==> config.mk <==
export PLATFORM = sky130hd
export DESIGN_NAME = cc20_ctrl
export DESIGN_NICKNAME = d
export VERILOG_FILES = /design/src/design/cc20_pkg.sv /design/src/design/cc20_ctrl.sv
export SDC_FILE = /design/constraint.sdc
export NUM_CORES = 1
export LEC_CHECK = 0
export ABC_AREA = 1
export BUFFER_PORTS_ARGS = -buffer_cell sky130_fd_sc_hd__buf_2
export CORE_MARGIN = 2
export CORE_UTILIZATION = 50
export CTS_CLUSTER_SIZE = 12
export DETAILED_ROUTE_END_ITERATION = 10
export PLACE_DENSITY = 0.73
export RECOVER_POWER = 25
export SYNTH_ARGS = -nofsm -noshare
export SYNTH_HDL_FRONTEND = slang
export SYNTH_SLANG_ARGS = --single-unit
==> constraint.sdc <==
create_clock -name clk -period 1.4 [get_ports clk]
set_input_delay 0.14 -clock clk [delete_from_list [all_inputs] [get_ports clk]]
set_output_delay 0.14 -clock clk [all_outputs]
set_load 0.1 [all_outputs]
==> src/design/cc20_pkg.sv <==
// package for the chacha20 stream cipher block
// holds constants, state machine type and the controller/datapath command structs
// no dependencies
package cc20_pkg;

	localparam int unsigned DOUBLE_ROUNDS_DEF = 10;
	localparam int unsigned CFG_IDX_W = 3;
	localparam int unsigned CFG_DATA_W = 64;

	localparam logic [CFG_IDX_W-1:0] REG_KEY0 = 3'd0;
	localparam logic [CFG_IDX_W-1:0] REG_KEY1 = 3'd1;
	localparam logic [CFG_IDX_W-1:0] REG_KEY2 = 3'd2;
	localparam logic [CFG_IDX_W-1:0] REG_KEY3 = 3'd3;
	localparam logic [CFG_IDX_W-1:0] REG_NONCE_LO = 3'd4;
	localparam logic [CFG_IDX_W-1:0] REG_NONCE_HI = 3'd5;
	localparam logic [CFG_IDX_W-1:0] REG_START_CNT = 3'd6;

	localparam logic [31:0] SIGMA0 = 32'h61707865;
	localparam logic [31:0] SIGMA1 = 32'h3320646e;
	localparam logic [31:0] SIGMA2 = 32'h79622d32;
	localparam logic [31:0] SIGMA3 = 32'h6b206574;

	typedef enum logic [1:0] {
		ST_IDLE,
		ST_ROUND,
		ST_FINAL,
		ST_OUT
	} cc20_state_t;

	typedef struct packed {
		logic load;      // build initial state from config and counter
		logic col_round; // column half of a double round
		logic diag_round;
		logic finish;    // add initial state into keystream
	} cc20_cmd_t;

	function automatic logic [31:0] rotl(input logic [31:0] v, input int unsigned n);
		rotl = (v << n) | (v >> (32 - n));
	endfunction

	// one quarter round, four dependent add/xor/rotate steps on 32 bits
	function automatic logic [127:0] qr(input logic [31:0] a, input logic [31:0] b,
			input logic [31:0] c, input logic [31:0] d);
		logic [31:0] a1, b1, c1, d1;
		a1 = a + b;   d1 = rotl(d ^ a1, 16);
		c1 = c + d1;  b1 = rotl(b ^ c1, 12);
		a1 = a1 + b1; d1 = rotl(d1 ^ a1, 8);
		c1 = c1 + d1; b1 = rotl(b1 ^ c1, 7);
		qr = {a1, b1, c1, d1};
	endfunction

endpackage

==> src/design/cc20_ctrl.sv <==
// chacha20 controller: message/block sequencing, round counter and handshakes
// depends on cc20_pkg
module cc20_ctrl #(
	parameter int unsigned DOUBLE_ROUNDS = cc20_pkg::DOUBLE_ROUNDS_DEF
) (
	input  logic                clk,
	input  logic                arst_n,
	input  logic                in_valid,
	output logic                in_stall,
	input  logic                last_byte,
	output logic                out_valid,
	input  logic                out_stall,
	input  logic [31:0]         start_counter,
	output cc20_pkg::cc20_cmd_t cmd,
	output logic [31:0]         counter,
	output logic [5:0]          byte_pos,
	output logic                capture
);
	import cc20_pkg::*;

	localparam int unsigned HALF_ROUNDS = 2 * DOUBLE_ROUNDS;
	localparam int unsigned RW = $clog2(HALF_ROUNDS + 1);

	cc20_state_t state_q, state_d;
	logic [RW-1:0] round_cnt_q;
	logic [5:0]    pos_q;
	logic [31:0]   block_cnt_q;
	logic          active_q;
	logic          ks_ok_q;
	logic          out_valid_q;
	logic          accept;
	logic          out_free;

	assign out_free  = !out_valid_q || !out_stall;
	// a byte is taken once its block keystream is ready and the output slot frees
	assign in_stall  = !(state_q == ST_OUT && out_free);
	assign accept    = in_valid && !in_stall;
	assign capture   = accept;
	assign out_valid = out_valid_q;
	assign byte_pos  = pos_q;
	assign counter   = active_q ? block_cnt_q : start_counter;

	always_comb begin
		state_d = state_q;
		cmd = '0;
		unique case (state_q)
			ST_IDLE: begin
				if (in_valid) begin
					if (active_q && pos_q != 6'd0 && ks_ok_q) begin
						state_d = ST_OUT;
					end else begin
						cmd.load = 1'b1;
						state_d = ST_ROUND;
					end
				end
			end
			ST_ROUND: begin
				if (round_cnt_q[0]) begin
					cmd.diag_round = 1'b1;
				end else begin
					cmd.col_round = 1'b1;
				end
				if (round_cnt_q == RW'(HALF_ROUNDS - 1)) begin
					state_d = ST_FINAL;
				end
			end
			ST_FINAL: begin
				cmd.finish = 1'b1;
				state_d = ST_OUT;
			end
			ST_OUT: begin
				if (accept) begin
					state_d = ST_IDLE;
				end
			end
			default: state_d = ST_IDLE;
		endcase
	end

	always_ff @(posedge clk or negedge arst_n) begin
		if (!arst_n) begin
			state_q <= ST_IDLE;
		end else begin
			state_q <= state_d;
		end
	end

	always_ff @(posedge clk or negedge arst_n) begin
		if (!arst_n) begin
			round_cnt_q <= '0;
			pos_q       <= '0;
			block_cnt_q <= '0;
			active_q    <= 1'b0;
			ks_ok_q     <= 1'b0;
			out_valid_q <= 1'b0;
		end else begin
			if (cmd.load) begin
				round_cnt_q <= '0;
				if (!active_q) begin
					block_cnt_q <= start_counter;
					active_q    <= 1'b1;
					pos_q       <= '0;
				end
			end else if (state_q == ST_ROUND) begin
				round_cnt_q <= round_cnt_q + 1'b1;
			end
			if (cmd.finish) begin
				ks_ok_q <= 1'b1;
			end
			if (accept) begin
				out_valid_q <= 1'b1;
				pos_q <= pos_q + 6'd1;
				if (pos_q == 6'd63) begin
					block_cnt_q <= block_cnt_q + 32'd1;
				end
				if (last_byte) begin
					pos_q    <= '0;
					active_q <= 1'b0;
				end
			end else if (!out_stall) begin
				out_valid_q <= 1'b0;
			end
		end
	end

	a_round_bound: assert property (@(posedge clk) disable iff (!arst_n)
		state_q == ST_ROUND |-> round_cnt_q < RW'(HALF_ROUNDS))
		else $error("round counter overran");
	a_accept_out: assert property (@(posedge clk) disable iff (!arst_n)
		accept |=> out_valid_q)
		else $error("accepted byte produced no result");
	a_load_round: assert property (@(posedge clk) disable iff (!arst_n)
		cmd.load |=> state_q == ST_ROUND)
		else $error("load not followed by rounds");

endmodule

==> results of run 1 <==
[through the flow]
step / cells / hold slack [ns] / cell area, um^2 / setup TNS, ns
detailed placement: 798 / 0.149 / 5830 / -8.82
global placement: 798 / 0.151 / 5830 / -4.08
floorplan: 565 / -0.156 / 4310 / -21.97
[logic make-up after synthesis]
group / Yosys count / synth area share, %
flip-flops: 48 / 31.5
buffers and inverters: 87 / 10.8
adder cells (fa/ha/maj): 9 / 2.95
XOR/XNOR: 9 / 2.07
AO/OA/AOI/OAI: 100 / 13.7
AND/OR/NAND/NOR: 306 / 37.2
multiplexers: 6 / 1.77
==> impl_metrics.py, run 1 <==
metrics = {
    "outcome": {
        "run_status": "aborted with a tool error",
        "failing_step": "4_1_cts",
        "tool.error": "[ERROR DPL-0033] detailed placement checks failed during check placement.",
    },
    "placement": {
        "dp_hpwl_mm": 8.90,
        "gpl_congestion": 0.915,
        "port_buffers": 81,
        "dp_slack_ns": -0.284,
    },
    "yosys": {
        "ys.warnings.count": 0,
        "syn-instance-count": 565,
        "synth_seq_cells": 48,
        "post_synth.cell_area_avg_um2": 6.75,
        "synth.cells.most_frequent": "140 x sky130_fd_sc_hd__nand2_1, 77 x sky130_fd_sc_hd__nor2_1, 64 x sky130_fd_sc_hd__inv_1",
        "syn-num-nets": 611,
        "synth_edf_count": 0,
        "postSynth.asyncResetShare_pct": 100,
        "netlist_area_um2": 3820,
        "synth-main-ff-cell": "sky130_fd_sc_hd__dfrtp_1",
        "post-synth-top-count-cell": "sky130_fd_sc_hd__nand2_1",
        "synth_top_area_cell": "sky130_fd_sc_hd__dfrtp_1",
        "synth.lib_cells_used.distinct": 34,
        "synth.yosys.seq_area_share_pct": 31.5,
        "synth.area.top_cells": "sky130_fd_sc_hd__dfrtp_1 31%, sky130_fd_sc_hd__nand2_1 14%, sky130_fd_sc_hd__nor2_1 7.6%",
        "yosys.area.top_type_share_pct": 31.5,
    },
    "cts": {
        "post_cts.resized_instances": 112,
        "postCtsSetupBuffers": 25,
        "clock_tree.buffer_depth": 2,
        "cts-htree-levels": 2,
        "hold_buffers": 1,
        "ctsRootBufferMaster": "sky130_fd_sc_hd__clkbuf_8",
        "tritoncts.num_buffers": 5,
        "tritoncts_num_sinks": 48,
    },
    "die": {
        "fp-row-count": 31,
        "initial_utilization_pct": 52.1,
        "ios": 82,
        "chipWidth_um": 91.4,
        "fp.dieH_um": 91.4,
    },
}
==> run 2, diff against run 1 <==
--- a/config.mk
+++ b/config.mk
@@ -8,10 +8,9 @@
 export ABC_AREA = 1
 export BUFFER_PORTS_ARGS = -buffer_cell sky130_fd_sc_hd__buf_2
 export CORE_MARGIN = 2
-export CORE_UTILIZATION = 50
-export CTS_CLUSTER_SIZE = 12
+export CORE_UTILIZATION = 40
 export DETAILED_ROUTE_END_ITERATION = 10
-export PLACE_DENSITY = 0.73
+export PLACE_DENSITY_LB_ADDON = 0.15
 export RECOVER_POWER = 25
 export SYNTH_ARGS = -nofsm -noshare
 export SYNTH_HDL_FRONTEND = slang
==> constraint.sdc (replaced) <==
create_clock -name clk -period 1.8 [get_ports clk]
set_input_delay 0.18 -clock clk [delete_from_list [all_inputs] [get_ports clk]]
set_output_delay 0.18 -clock clk [all_outputs]
set_load 0.1 [all_outputs]
==> run 2 against run 1 <==
Net effect: synthesized area stayed put; the flow now finishes without violations; synthesized cell count stayed put.
==> impl_metrics.py, run 2 <==
metrics = {
    "outcome": {
        "run_status": "finished, final reports clean",
    },
    "die": {
        "fp-row-count": 35,
        "fp.dieH_um": 102,
        "core-area_um2": 9240,
        "chipWidth_um": 102,
        "initial_utilization_pct": 41.3,
        "ios": 82,
        "die_area_um2": 10300,
    },
    "cts": {
        "cts.reportedPaths.clkPinSlew_ns": 0.10,
        "tritoncts.num_buffers": 5,
        "clock_tree.buffer_depth": 2,
        "cts_tree": "yes",
        "tritoncts_num_sinks": 48,
        "cts-htree-levels": 2,
        "worst_skew_pair.late_latency_ns": 0.31,
        "ctsRootBufferMaster": "sky130_fd_sc_hd__clkbuf_8",
    },
    "yosys": {
        "synth-main-ff-cell": "sky130_fd_sc_hd__dfrtp_1",
        "netlist_area_um2": 3820,
        "syn-instance-count": 565,
        "synth_edf_count": 0,
        "synth.area.top_cells": "sky130_fd_sc_hd__dfrtp_1 31%, sky130_fd_sc_hd__nand2_1 14%, sky130_fd_sc_hd__nor2_1 7.6%",
        "postSynth.asyncResetShare_pct": 100,
        "synth.yosys.seq_area_share_pct": 31.5,
        "ys.warnings.count": 0,
        "synth.lib_cells_used.distinct": 34,
        "synth.cells.most_frequent": "140 x sky130_fd_sc_hd__nand2_1, 77 x sky130_fd_sc_hd__nor2_1, 64 x sky130_fd_sc_hd__inv_1",
        "synth_top_area_cell": "sky130_fd_sc_hd__dfrtp_1",
        "syn-num-nets": 611,
        "post-synth-top-count-cell": "sky130_fd_sc_hd__nand2_1",
        "synth_seq_cells": 48,
        "yosys.area.top_type_share_pct": 31.5,
        "post_synth.cell_area_avg_um2": 6.75,
    },
    "grt": {
        "number_of_antenna_violations_at_the_first_check_in_global_routing": 0,
        "overflow": 0,
        "first_global_vias": 3868,
        "grt_pass1_wl_mm": 18.2,
        "maximum_number_of_pins_on_one_net_before_global_route_repair": 33,
        "grt_use_total_pct": 22.0,
    },
    "sta": {
        "final.setup_skew_ns": 0.0117,
        "final_max_slew_viol_count": 0,
        "max_slew.worst_pin.slew_ns": 0.969,
        "finalWorstPathRequiredPeriod_ns": 1.77,
        "worst_hold_slack_ns": 0.114,
        "final_min_period_over_clock_period_pct": 98.4,
        "max_freq_mhz": 564,
        "slew_headroom_pct": 35.4,
        "rsz0062_at_grt": "yes",
        "setup_violations": 0,
        "report.final.hold_viol_count": 0,
    },
    "final_layout": {
        "multi_input_comb_area_um2": 2520,
        "fillCellCount": 854,
        "most_common_cell_after_layout_fill_and_taps_aside": "sky130_fd_sc_hd__nand2_1",
        "number_of_flip_flops_under_the_largest_register_name": 32,
        "area_delta_synth_final_pct": 44.9,
        "most-common-layout-cells": "137 x sky130_fd_sc_hd__nand2_1, 76 x sky130_fd_sc_hd__nor2_1, 58 x sky130_fd_sc_hd__inv_1",
        "final_layout_size_suffix_gt1_share_pct": 33.0,
        "max_flop_register": "block_cnt_q",
        "antenna_cells_inserted": 0,
        "design.final.nets": 706,
        "seq_area_um2": 1220,
    },
    "setup_path": {
        "crit_arrival_ns": 1.59,
        "regToRegEndpoint": "block_cnt_q[10]",
        "timing_startpoint_of_the_critical_path": "active_q",
        "path_cells": "buf_12 > mux2_4 > buf_12",
        "timing.setup.critical_path_class": "reg2out",
        "r2r_cells": 8,
        "cp_slowest_stage_delay_ns": 0.55,
        "critical-path-top-cell-by-count": "sky130_fd_sc_hd__buf_12",
        "reg2reg_slack_ns": 0.07,
        "startpoint_of_the_worst_register_to_register_path": "byte_pos[0]",
        "setup.worst_path.start_class": "flip-flop",
        "timing.critical_path.depth": 3,
        "path_max_fanout": 28,
        "timing.critical_path.required_ns": 1.62,
        "critPathTopFamily": "flip-flops",
        "worst_setup_path_end_kind": "primary output",
        "critical_path.slowest_cell": "sky130_fd_sc_hd__dfrtp_4",
        "worst-path-buf-inv": 2,
        "worstSetupEndpoint": "counter[1]",
    },
    "min_path": {
        "hold_path_class": "in2reg",
    },
    "detailed_routing": {
        "detailedRoute.firstIterationViolations": 163,
        "drt_wl_total_mm": 11.0,
        "number_of_routed_nets_with_antenna_violations": 0,
        "wl_per_cell_um": 13.9,
        "via_count": 3980,
        "drc": 0,
        "drt_pass1_iterations": 5,
        "routed_via_density": 5.04,
    },
    "placement": {
        "port_buffers": 81,
        "dp_hpwl_mm": 8.09,
        "gpl_congestion": 0.870,
    },
    "flow_run": {
        "total_of_max_cap_violations": 0,
    },
}
-- run 2: cell counts after synthesis --
No cell type changed its count.
-- run 2: worst min-delay path by stage --
stage | startpoint | end | slack [ns] | cells after the start
floorplan | arst_n | active_q | -0.12 | 0
detailed placement | arst_n | block_cnt_q[9] | 0.13 | 1
CTS | out_stall | out_valid | 0.11 | 3
global placement | arst_n | block_cnt_q[9] | 0.12 | 1
finish | out_stall | out_valid | 0.11 | 3
global route | out_stall | out_valid | 0.13 | 3
-- run 2: through the flow --
stage	util (%)	instance area, um^2	setup TNS (ns)	setup WS (ns)	instances
after floorplan	-	4150	-8.17	-0.355	565
after global placement	56.9	5260	0	0.185	770
after detailed placement	56.9	5260	0	0.134	770
after CTS	58.8	5440	0	0.000975	785
after global routing	59.9	5530	-0.102	-0.0651	790
final	59.9	5530	0	0.0284	790
-- run 2: cells by family after synthesis --
kind of cell	share of synthesized area, %
flip-flops	31.5
AO/OA/AOI/OAI	13.7
multiplexers	1.77
buffers and inverters	10.8
adder cells (fa/ha/maj)	2.95
AND/OR/NAND/NOR	37.2
XOR/XNOR	2.07
-- run 2: tightest hold or removal path: cells and delay by family --
kind / cells / cell delay, ns
AND/OR/NAND/NOR: 2 / 0.12
buffers and inverters: 1 / 0.10
-- run 2: per-layer routing --
| metal | routed length [um] | global-route usage [%] |
|---|---|---|
| met5 | 0 | 0 |
| met3 | 517 | 3.17 |
| met2 | 5460 | 38.8 |
| met4 | 53 | 4.99 |
| met1 | 4970 | 28.6 |
-- run 2: timing repair --
action                     in CTS  in global routing
pin swaps                       1                  1
cloned                          1                  1
setup buffers                   5                  4
setup endpoints to repair       1                 20
hold endpoints to repair       13                  0
resized for setup               5                 14
hold buffers                    1                  0
-- run 2: cell type report --
type                            instances  share of cell area (%)
Tap cell                              129                    2.92
Inverter                               67                    4.68
Multi-Input combinational cell        430                    45.6
Clock buffer                            6                    1.31
Timing Repair Buffer                  108                    23.3
Clock inverter                          2                   0.226
Sequential cell                        48                    22.0
Power of run 2 is left out: the tool's default activity adds up to more than one toggle a clock period on the data nets, which glitch-free logic cannot reach.
